File: config.mk
export PLATFORM = sky130hd
export DESIGN_NAME = spi_master_byte_shifter
export DESIGN_NICKNAME = d
export VERILOG_FILES = /design/src/sv/spimbs_pkg.sv /design/src/sv/spimbs_regs.sv /design/src/sv/spimbs_step.sv /design/src/sv/spi_master_byte_shifter.sv
export SDC_FILE = /design/constraint.sdc
export NUM_CORES = 1
export LEC_CHECK = 0
export BUFFER_PORTS_ARGS = -buffer_cell sky130_fd_sc_hd__buf_2
export CELL_PAD_IN_SITES_DETAIL_PLACEMENT = 1
export CELL_PAD_IN_SITES_GLOBAL_PLACEMENT = 1
export CORE_ASPECT_RATIO = 1.5
export CORE_UTILIZATION = 38
export CTS_CLUSTER_SIZE = 40
export DETAILED_ROUTE_END_ITERATION = 10
export PLACE_DENSITY_LB_ADDON = 0.1
export SLEW_MARGIN = 10
export SYNTH_ARGS = -nofsm -noshare
export SYNTH_HDL_FRONTEND = slang
export SYNTH_HIERARCHICAL = 1
export SYNTH_SLANG_ARGS = --single-unit
File: constraint.sdc
create_clock -name clk -period 3.33 [get_ports clk]
set_input_delay 0.333 -clock clk [delete_from_list [all_inputs] [get_ports clk]]
set_output_delay 0.333 -clock clk [all_outputs]
set_load 0.01 [all_outputs]
File: src/sv/spimbs_pkg.sv
// ----------------------------------------------------------------------------
// spimbs_pkg
// Shared types, register indexes and bit helpers for the SPI byte shifter.
// ----------------------------------------------------------------------------
package spimbs_pkg;

  localparam int unsigned BITS_PER_WORD = 8;
  localparam int unsigned HALF_W        = 16;
  localparam int unsigned CNT_W         = 4;
  localparam int unsigned ADDR_W        = 4;
  localparam int unsigned DATA_W        = 32;

  // register indexes (paddr[3:2])
  localparam logic [1:0] REG_CLOCK_IDLE_HIGH    = 2'd0;
  localparam logic [1:0] REG_SAMPLE_SECOND_EDGE = 2'd1;
  localparam logic [1:0] REG_LSB_FIRST          = 2'd2;
  localparam logic [1:0] REG_HALF_PERIOD        = 2'd3;

  typedef struct packed {
    logic              clock_idle_high;
    logic              sample_second_edge;
    logic              lsb_first;
    logic [HALF_W-1:0] half_period;
  } cfg_t;

  typedef struct packed {
    logic                     start_req;
    logic [BITS_PER_WORD-1:0] tx_byte;
    logic                     miso_level;
  } in_t;

  typedef struct packed {
    logic                     sck_level;
    logic                     mosi_level;
    logic                     busy_res;
    logic                     done_res;
    logic [BITS_PER_WORD-1:0] rx_byte;
  } out_t;

  typedef struct packed {
    logic                     busy;
    logic [CNT_W-1:0]         bit_count;
    logic                     half_phase;
    logic [HALF_W-1:0]        tick_count;
    logic [BITS_PER_WORD-1:0] tx_shift;
    logic [BITS_PER_WORD-1:0] rx_shift;
    logic                     sck;
    logic                     mosi;
  } state_t;

  // next mosi bit and the shifted transmit register, as {bit, shift}
  function automatic logic [BITS_PER_WORD:0] drive_bit(
    input logic [BITS_PER_WORD-1:0] shift,
    input logic                     lsb
  );
    logic [BITS_PER_WORD:0] r;
    if (lsb) begin
      r = {shift[0], 1'b0, shift[BITS_PER_WORD-1:1]};
    end else begin
      r = {shift[BITS_PER_WORD-1], shift[BITS_PER_WORD-2:0], 1'b0};
    end
    return r;
  endfunction

  // receive register after one sampled bit
  function automatic logic [BITS_PER_WORD-1:0] sample_bit(
    input logic [BITS_PER_WORD-1:0] shift,
    input logic                     miso,
    input logic                     lsb
  );
    logic [BITS_PER_WORD-1:0] r;
    if (lsb) begin
      r = {miso, shift[BITS_PER_WORD-1:1]};
    end else begin
      r = {shift[BITS_PER_WORD-2:0], miso};
    end
    return r;
  endfunction

endpackage

File: src/sv/spimbs_regs.sv
// ----------------------------------------------------------------------------
// spimbs_regs
// APB-style configuration registers: idle level, sample edge, bit order and
// half period.
// ----------------------------------------------------------------------------
module spimbs_regs (
  input  logic                          clk,
  input  logic                          rst_n,
  input  logic                          psel,
  input  logic                          penable,
  input  logic                          pwrite,
  input  logic [spimbs_pkg::ADDR_W-1:0] paddr,
  input  logic [spimbs_pkg::DATA_W-1:0] pwdata,
  output logic [spimbs_pkg::DATA_W-1:0] prdata,
  output logic                          pready,
  output spimbs_pkg::cfg_t              cfg
);

  spimbs_pkg::cfg_t cfg_r;
  logic [1:0]       idx;
  logic             wr_en;

  assign idx    = paddr[3:2];
  assign wr_en  = psel && penable && pwrite;
  assign pready = 1'b1;
  assign cfg    = cfg_r;

  // register writes
  always_ff @(posedge clk) begin
    if (!rst_n) begin
      cfg_r <= '0;
    end else if (wr_en) begin
      unique case (idx)
        spimbs_pkg::REG_CLOCK_IDLE_HIGH:    cfg_r.clock_idle_high    <= pwdata[0];
        spimbs_pkg::REG_SAMPLE_SECOND_EDGE: cfg_r.sample_second_edge <= pwdata[0];
        spimbs_pkg::REG_LSB_FIRST:          cfg_r.lsb_first          <= pwdata[0];
        spimbs_pkg::REG_HALF_PERIOD:
          cfg_r.half_period <= pwdata[spimbs_pkg::HALF_W-1:0];
        default: ;
      endcase
    end
  end

  // read mux
  always_comb begin
    prdata = '0;
    unique case (idx)
      spimbs_pkg::REG_CLOCK_IDLE_HIGH:    prdata[0] = cfg_r.clock_idle_high;
      spimbs_pkg::REG_SAMPLE_SECOND_EDGE: prdata[0] = cfg_r.sample_second_edge;
      spimbs_pkg::REG_LSB_FIRST:          prdata[0] = cfg_r.lsb_first;
      spimbs_pkg::REG_HALF_PERIOD:
        prdata[spimbs_pkg::HALF_W-1:0] = cfg_r.half_period;
      default: prdata = '0;
    endcase
  end

endmodule

File: src/sv/spimbs_step.sv
// ----------------------------------------------------------------------------
// spimbs_step
// Next-state logic for one bit-timer tick: start, edge timing, shift and
// sample, completion.
// ----------------------------------------------------------------------------
module spimbs_step (
  input  spimbs_pkg::cfg_t   cfg,
  input  spimbs_pkg::state_t st,
  input  spimbs_pkg::in_t    din,
  output spimbs_pkg::state_t nxt,
  output spimbs_pkg::out_t   res
);

  logic [spimbs_pkg::HALF_W-1:0]      h;
  logic [spimbs_pkg::HALF_W:0]        tick_inc;
  logic [spimbs_pkg::BITS_PER_WORD:0] drv;

  always_comb begin
    nxt      = st;
    res      = '0;
    drv      = '0;
    h        = (cfg.half_period == '0) ? spimbs_pkg::HALF_W'(1) : cfg.half_period;
    tick_inc = {1'b0, st.tick_count} + (spimbs_pkg::HALF_W + 1)'(1);

    if (!st.busy) begin
      // idle: sck at idle level, mosi low, wait for a start
      nxt.sck  = cfg.clock_idle_high;
      nxt.mosi = 1'b0;
      if (din.start_req) begin
        nxt.busy       = 1'b1;
        nxt.tx_shift   = din.tx_byte;
        nxt.rx_shift   = '0;
        nxt.bit_count  = '0;
        nxt.half_phase = 1'b0;
        nxt.tick_count = '0;
        if (!cfg.sample_second_edge) begin
          drv          = spimbs_pkg::drive_bit(din.tx_byte, cfg.lsb_first);
          nxt.mosi     = drv[spimbs_pkg::BITS_PER_WORD];
          nxt.tx_shift = drv[spimbs_pkg::BITS_PER_WORD-1:0];
        end
      end
    end else if (tick_inc >= {1'b0, h}) begin
      nxt.tick_count = '0;
      if (!st.half_phase) begin
        // leading edge
        nxt.sck        = ~cfg.clock_idle_high;
        nxt.half_phase = 1'b1;
        if (cfg.sample_second_edge) begin
          drv          = spimbs_pkg::drive_bit(st.tx_shift, cfg.lsb_first);
          nxt.mosi     = drv[spimbs_pkg::BITS_PER_WORD];
          nxt.tx_shift = drv[spimbs_pkg::BITS_PER_WORD-1:0];
        end else begin
          nxt.rx_shift = spimbs_pkg::sample_bit(st.rx_shift, din.miso_level,
                                                cfg.lsb_first);
        end
      end else begin
        // trailing edge, bit complete
        nxt.sck        = cfg.clock_idle_high;
        nxt.half_phase = 1'b0;
        if (cfg.sample_second_edge) begin
          nxt.rx_shift = spimbs_pkg::sample_bit(st.rx_shift, din.miso_level,
                                                cfg.lsb_first);
        end
        nxt.bit_count = st.bit_count + spimbs_pkg::CNT_W'(1);
        if (nxt.bit_count >= spimbs_pkg::CNT_W'(spimbs_pkg::BITS_PER_WORD)) begin
          nxt.busy      = 1'b0;
          nxt.bit_count = '0;
          nxt.mosi      = 1'b0;
          res.done_res  = 1'b1;
          res.rx_byte   = nxt.rx_shift;
        end else if (!cfg.sample_second_edge) begin
          drv          = spimbs_pkg::drive_bit(st.tx_shift, cfg.lsb_first);
          nxt.mosi     = drv[spimbs_pkg::BITS_PER_WORD];
          nxt.tx_shift = drv[spimbs_pkg::BITS_PER_WORD-1:0];
        end
      end
    end else begin
      nxt.tick_count = tick_inc[spimbs_pkg::HALF_W-1:0];
    end

    res.sck_level  = nxt.sck;
    res.mosi_level = nxt.mosi;
    res.busy_res   = nxt.busy;
  end

endmodule

File: src/sv/spi_master_byte_shifter.sv
// ----------------------------------------------------------------------------
// spi_master_byte_shifter
// One-byte full-duplex SPI master, SCK polarity and phase selectable, one
// bit-timer tick per input transaction.
// ----------------------------------------------------------------------------
//  channel  direction  handshake                  payload
//  in_      input      in_valid / in_ready        in_t  (start, tx byte, miso)
//  out_     output     out_valid / out_ready      out_t (sck, mosi, busy, done, rx)
//  cfg      input      APB psel/penable/pwrite    4 registers, 32-bit data
//
//  Each tick is one transaction; the state and result registers update on accept,
//  and a new tick is accepted every cycle while the result register drains.
//  out_valid rises in the cycle after accept; the output register holds
//  its transaction under out_ready low and then blocks in_ready.
//  Reset (rst_n low, synchronous) clears the configuration and all shifter state.
// ----------------------------------------------------------------------------
module spi_master_byte_shifter (
  input  logic                          clk,
  input  logic                          rst_n,
  input  logic                          in_valid,
  output logic                          in_ready,
  input  spimbs_pkg::in_t               in_data,
  output logic                          out_valid,
  input  logic                          out_ready,
  output spimbs_pkg::out_t              out_data,
  input  logic                          psel,
  input  logic                          penable,
  input  logic                          pwrite,
  input  logic [spimbs_pkg::ADDR_W-1:0] paddr,
  input  logic [spimbs_pkg::DATA_W-1:0] pwdata,
  output logic [spimbs_pkg::DATA_W-1:0] prdata,
  output logic                          pready
);

  spimbs_pkg::cfg_t   cfg;
  spimbs_pkg::state_t st_r;
  spimbs_pkg::state_t st_nxt;
  spimbs_pkg::out_t   res_nxt;
  spimbs_pkg::out_t   out_data_r;
  logic               out_valid_r;
  logic               in_fire;

  // configuration registers
  spimbs_regs u_regs (
    .clk     (clk),
    .rst_n   (rst_n),
    .psel    (psel),
    .penable (penable),
    .pwrite  (pwrite),
    .paddr   (paddr),
    .pwdata  (pwdata),
    .prdata  (prdata),
    .pready  (pready),
    .cfg     (cfg)
  );

  // per-tick next state
  spimbs_step u_step (
    .cfg (cfg),
    .st  (st_r),
    .din (in_data),
    .nxt (st_nxt),
    .res (res_nxt)
  );

  assign in_ready  = !out_valid_r || out_ready;
  assign in_fire   = in_valid && in_ready;
  assign out_valid = out_valid_r;
  assign out_data  = out_data_r;

  // shifter state
  always_ff @(posedge clk) begin
    if (!rst_n) begin
      st_r <= '0;
    end else if (in_fire) begin
      st_r <= st_nxt;
    end
  end

  // result register
  always_ff @(posedge clk) begin
    if (!rst_n) begin
      out_valid_r <= 1'b0;
    end else if (in_fire) begin
      out_valid_r <= 1'b1;
    end else if (out_ready) begin
      out_valid_r <= 1'b0;
    end
  end

  always_ff @(posedge clk) begin
    if (in_fire) begin
      out_data_r <= res_nxt;
    end
  end

  // checks
  a_done_not_busy: assert property (@(posedge clk) disable iff (!rst_n)
    out_valid_r && out_data_r.done_res |-> !out_data_r.busy_res)
    else $error("done reported while still busy");

  a_rx_only_on_done: assert property (@(posedge clk) disable iff (!rst_n)
    out_valid_r && !out_data_r.done_res |-> out_data_r.rx_byte == '0)
    else $error("received byte shown without done");

  a_idle_count_clear: assert property (@(posedge clk) disable iff (!rst_n)
    !st_r.busy |-> st_r.bit_count == '0 && st_r.half_phase == 1'b0)
    else $error("bit counter not cleared while idle");

  a_count_range: assert property (@(posedge clk) disable iff (!rst_n)
    st_r.busy |-> st_r.bit_count < spimbs_pkg::CNT_W'(spimbs_pkg::BITS_PER_WORD))
    else $error("bit counter beyond word length");

  a_stall_holds_input: assert property (@(posedge clk) disable iff (!rst_n)
    out_valid_r && !out_ready |=> $stable(st_r))
    else $error("shifter advanced while result stalled");

endmodule
; ---- After elaboration in Yosys (flattened, before gate mapping)
; Cells that the tools add are included.
[totals]
register_bits = 72
inputBits = 53
output_inout_bits = 47
wordCells = 81
[classes]
add_sub_neg = 2
order_cmp = 2
n_eq_ne = 9
muxes = 29
bitwise = 1
n_reduce_logical = 20
[op_table]
columns = operator, count
row1 = two-way mux 8 bit, 7
row2 = two-way mux 40 bit, 1
row3 = two-way mux 38 bit, 1
row4 = two-way mux 18 bit, 2
row5 = two-way mux 16 bit, 2
row6 = two-way mux 9 bit, 3
row7 = "adder 16 x 1 -> 17 bit, second input constant", 1
row8 = >= comparator 17 x 16 -> 1 bit, 1
row9 = zero test 16 bit, 1
row10 = two-way mux 15 bit, 1
row11 = AND reduction 4 bit, 3
row12 = two-way mux 5 bit, 2
row13 = AND reduction 2 bit, 5
row14 = "!= test 3 bit, second input constant", 3
row15 = two-way mux 1 bit, 8
row16 = two-way mux 6 bit, 1
row17 = AND reduction 3 bit, 2
row18 = AND reduction 6 bit, 1
row19 = "adder 4 x 1 -> 4 bit, second input constant", 1
row20 = "== test 2 bit, second input constant", 2
row21 = ">= comparator 4 bit, second input constant", 1
row22 = one-hot mux 1 bit (4 select lines), 1
row23 = nonzero test 2 bit, 2
row24 = logical AND 1 bit, 3
row25 = 8 further kinds, 8

; ---- Longest topological paths before layout
[depth]
depth_word = 6
mapped_depth = 16
mapped_depth_nobuf = 14

; ---- By module
; Netlist, hierarchy kept.
[modules_own_cells]
columns = mod, instances, cells_each, area_each_um2, seq_area_each_um2
row1 = spimbs_step, 1, 333, 2129.5, 0.0
row2 = spi_master_byte_shifter, 1, 191, 2043.2, 1181.1
row3 = spimbs_regs, 1, 122, 1081.0, 380.4

; ---- Least setup slack after synthesis
; OpenSTA, ideal clock, no wires.
[synth_path]
kind = register to register
start = reg st_r[18] (netlist name)
end = reg out_data_r, in the netlist out_data[11], data pin
setup_ps = 251
arrival_ps = 2890
required_ps = 3079
slack_ps = 189
path_stages_with_launch = 14
path_buffers = 2
period_less_slack_ps = 3141
path_cell_list = dfxtp_1 -> ha_1 -> nand4_2 -> nor2_1 -> xor2_1 -> ha_1 -> a211oi_1 -> nor2_1 -> a2111oi_1 -> o211ai_1 -> clkbuf_1 -> a21oi_1 -> o22ai_1 -> buf_4
[synth_rtl]
columns = element, line
row1 = start: declaration, spi_master_byte_shifter.sv:36  ; spimbs_pkg::state_t st_r;
row2 = start signal: assignment, spi_master_byte_shifter.sv:76  ; st_r <= st_nxt;
row3 = end signal: assignment, spi_master_byte_shifter.sv:93  ; out_data_r <= res_nxt;
row4 = end: declaration, spi_master_byte_shifter.sv:39  ; spimbs_pkg::out_t out_data_r;

; ---- Worst setup path after layout
[layout_path]
start = reg st_r[19] (netlist name)
end = reg out_data_r, in the netlist out_data[0], data pin
[layout_via]
elab_chain_len = 3
[layout_lines]
columns = element, line
row1 = adder 16 x 1 -> 17 bit, spimbs_step.sv:23  ; tick_inc = {1'b0, st.tick_count} + (spimbs_pkg::HALF_W + 1)'(1);
row2 = >= comparator 17 x 16 -> 1 bit, spimbs_step.sv:42  ; end else if (tick_inc >= {1'b0, h}) begin
row3 = AND reduction 4 bit (no source line), -
; Every way passes these cells.
; A chain may end at the register's enable or synchronous reset.

==> qor.txt <==
Mapped Cells: 646
cell area power density: 374 nW/µm²
proportion of layout cells with a drive suffix above 1: 25.0%
CP Cell Sequence: ha_4, nand4_4, nor2_4, nand4_1, xnor2_2, ha_1, nand2_2, o21ai_2, a32oi_2, buf_4, o211ai_1, buf_6, nand4b_1, buf_6, a211oi_1
CP Capture Type: flop
sw frac: 27.9%
Ys Warns: 6
hold-fix buffer count after cts: 0
final non-filler cell total: 887
Peak VDD IR: 0.228 mV
Clock Pin Slew Worst Setup and Hold Paths: 0.06 ns
PortBufs: 64
sequential share of the synthesized area: 29.7%
# DRC: 8
Critical Path RT: 3.48 ns
clock latency on the worst-skew pair: 0.34 ns
GRT Residual Overflow: 0
startpoint types: flop
Synth Area per Inst: 8.13 µm²
GRT Total Usage: 21.3%
Core Area: 13500 µm²
CP max-delay cell: dfxtp_4
Final Core Density: 47.3%
failing checks: DRC
initial antenna violation count: 0
CP most frequent cell: buf_6
Starting Density: 39.0%
root buffer selected by CTS: clkbuf_16
final hold viol count: 0
ranking of synthesized cells by area: dfxtp_1 23%, mux2i_1 14%, nand2_1 10%
#FFs+latches synth: 72
crit path from: st_r[19]
Internal Power: 1.72 mW
met2 wire length: 8.35 mm
Reg2Reg Setup Slack: 0.11 ns
Fillers: 1672
Leak Pwr: 2.61 nW
WS Path Type: flop to flop
Max Freq: 0.311 GHz
Async S/R FF share, synth: 0%
final setup fails: 0
Die Ht: 146 µm
Die ar.: 14300 µm²
slew at the pin with the worst max-slew slack: 1.19 ns
vias in the first global route: 5041
H-tree depth: 3
Max clock buf depth: 2
Max Cap Viol: 0
number of CTS-inserted buffers: 9
critical path arrival: 3.37 ns
CTS tree: yes
path depth of the worst reg2reg path: 15
largest net degree at the start of global routing: 93
Cell Rows: 52
Ports: 100
Final Wtd Congestion: 0.793
relative slew slack: 20.5%
FF-to-FF End: out_data[0]
Layout area overhead: 21.3%
Netlist Area Pre-Place: 5250 µm²
Routed WL: 15.2 mm
Placed Cells incl. Taps: 862
M1 WL: 6.23 mm
Tcrit/Tclk final: 96.6%
DPL Wire Length: 10.3 mm
Combinational Power Share: 16.6%
met3 routed WL: 401 µm
status: finished, violations left
synth unique cells: 64
detailed-route via count: 4930
final net count: 791
Die W: 98.0 µm
clk sinks: 72
CP max FO: 9
Critical Path End: out_data[0]
worst min-delay path class: input port to flop
RR Startpoint: st_r[19]
EDFF count, synth: 12
Vias per Instance: 5.56
final antenna-violating net count: 0
DRT Pass-1 Iters: 7
Clock power frac: 44.3%
clk_skew: 0.00945 ns
RSZ-0062 raised after global routing: true
drt first-iter violations: 138
sequential share of power: 39.1%
Final Slew Violations: 0
Min Clock Period, post-route: 3.22 ns
WL per Instance: 17.1 µm
P_sw: 0.666 mW
area fraction of the dominant cell type after synthesis: 22.9%
antenna cell count: 0
final hold slack: 0.240 ns
top sig layer: met4
crit-path max cell delay: 0.37 ns
Main synth FF type: dfxtp_1
post-synth top area cell: dfxtp_1
global-route wire length before repair: 24.5 mm
==> flip-flops by register name, indices dropped and copies added, names as in the netlist <==
| register | cells |
|---|---|
| st_r | 40 |
| out_valid | 1 |
| out_data | 12 |
| u_regs/cfg | 19 |
==> worst min-delay path by stage <==
stage / start / endpoint / slack (ns) / cells past startpoint
2_1_floorplan: st_r[1] / st_r[1] / 0.43 / 2
3_3_place_gp: st_r[1] / st_r[1] / 0.45 / 2
3_5_place_dp: st_r[0] / st_r[0] / 0.46 / 2
4_1_cts: pwdata[10] / u_regs/cfg[10] / 0.23 / 3
5_1_grt: pwdata[3] / u_regs/cfg[3] / 0.24 / 3
6_report: pwdata[10] / u_regs/cfg[10] / 0.24 / 3
==> layout by cell type, fill, tap and decap left out, drive strengths merged, types with 8 or more instances in the layout <==
master,n
nor4,9
edfxtp,12
xor2,8
nand3,12
ha,18
nor2,28
conb,17
clkbuf,11
nand2,147
and3,18
a32o,9
xnor2,9
a21oi,21
a211oi,9
dfxtp,60
o21ai,26
a31oi,11
buf,113
mux2i,76
inv,31
==> cells by family after synthesis <==
kind of cell	share of synthesized area, %
AND/OR/NAND/NOR	21.8
AO/OA/AOI/OAI	15.2
buffers and inverters	10.6
multiplexers	15.4
flip-flops	29.7
adder cells (fa/ha/maj)	4.29
XOR/XNOR	2.83
other	0.143
==> power groups by stage <==
stage          Sequential (mW)  Clock (mW)  Combinational (mW)
6_report                 0.932        1.06               0.396
3_5_place_dp             0.953           0               0.361
5_1_grt                  0.936        1.11               0.434
2_1_floorplan            0.950           0               0.270
4_1_cts                  0.934        1.08               0.373
3_3_place_gp             0.952           0               0.350
==> worst max-delay path: cells and delay by family (launching register included) <==
family	cells	cell delay, ns
adders and majority gates	2	0.49
xor gates and xnor gates	1	0.20
AOI/OAI and AO/OA	4	0.59
DFF	1	0.37
and+or+nand+nor	5	0.80
buffers and inverters	3	0.58
==> final cells by class <==
cell class | instances | area (µm²) | share of cell area (%)
clock inverter | 6 | 83.8 | 1.32
clock buffer | 10 | 229 | 3.59
tap | 162 | 203 | 3.18
multi-input combinational | 492 | 3430 | 53.8
inverter | 31 | 116 | 1.83
timing repair buffer | 114 | 741 | 11.6
sequential | 72 | 1570 | 24.6
==> repair_timing <==
| item | CTS | global route |
|---|---|---|
| gates resized for setup | 14 | 41 |
| gates cloned | 0 | 2 |
| pin swaps | 4 | 18 |
| buffers inserted | 4 | 3 |
| setup endpoints to repair | 50 | 42 |
==> layer usage <==
metal  GRT usage (%)  vias to the layer above
met3            2.78                       12
met5               0                        -
li1                -                     2387
met2            41.9                       96
met4            6.06                        0
met1            23.3                     2435
==> through the flow <==
step	total power, mW	cell area, µm²	TNS (ns)	setup WS [ns]
finish	2.38	6370	0	0.114
global route	2.48	6370	-0.487	-0.0556
CTS	2.39	6120	0	0.0217
detailed placement	1.31	5720	-7.27	-0.338
floorplan	1.22	5310	0	0.189
global placement	1.30	5720	-1.59	-0.131
==> cells in the mapped netlist (all sizes together) (11+ instances only) <==
library cell / count
nand2: 147
mux2i: 76
dfxtp: 60
buf: 40
inv: 31
nor2: 28
clkbuf: 26
o21ai: 26
a21oi: 21
and3: 18
ha: 18
edfxtp: 12
nand3: 12
a31oi: 11
(Power assumes the default switching activity.)
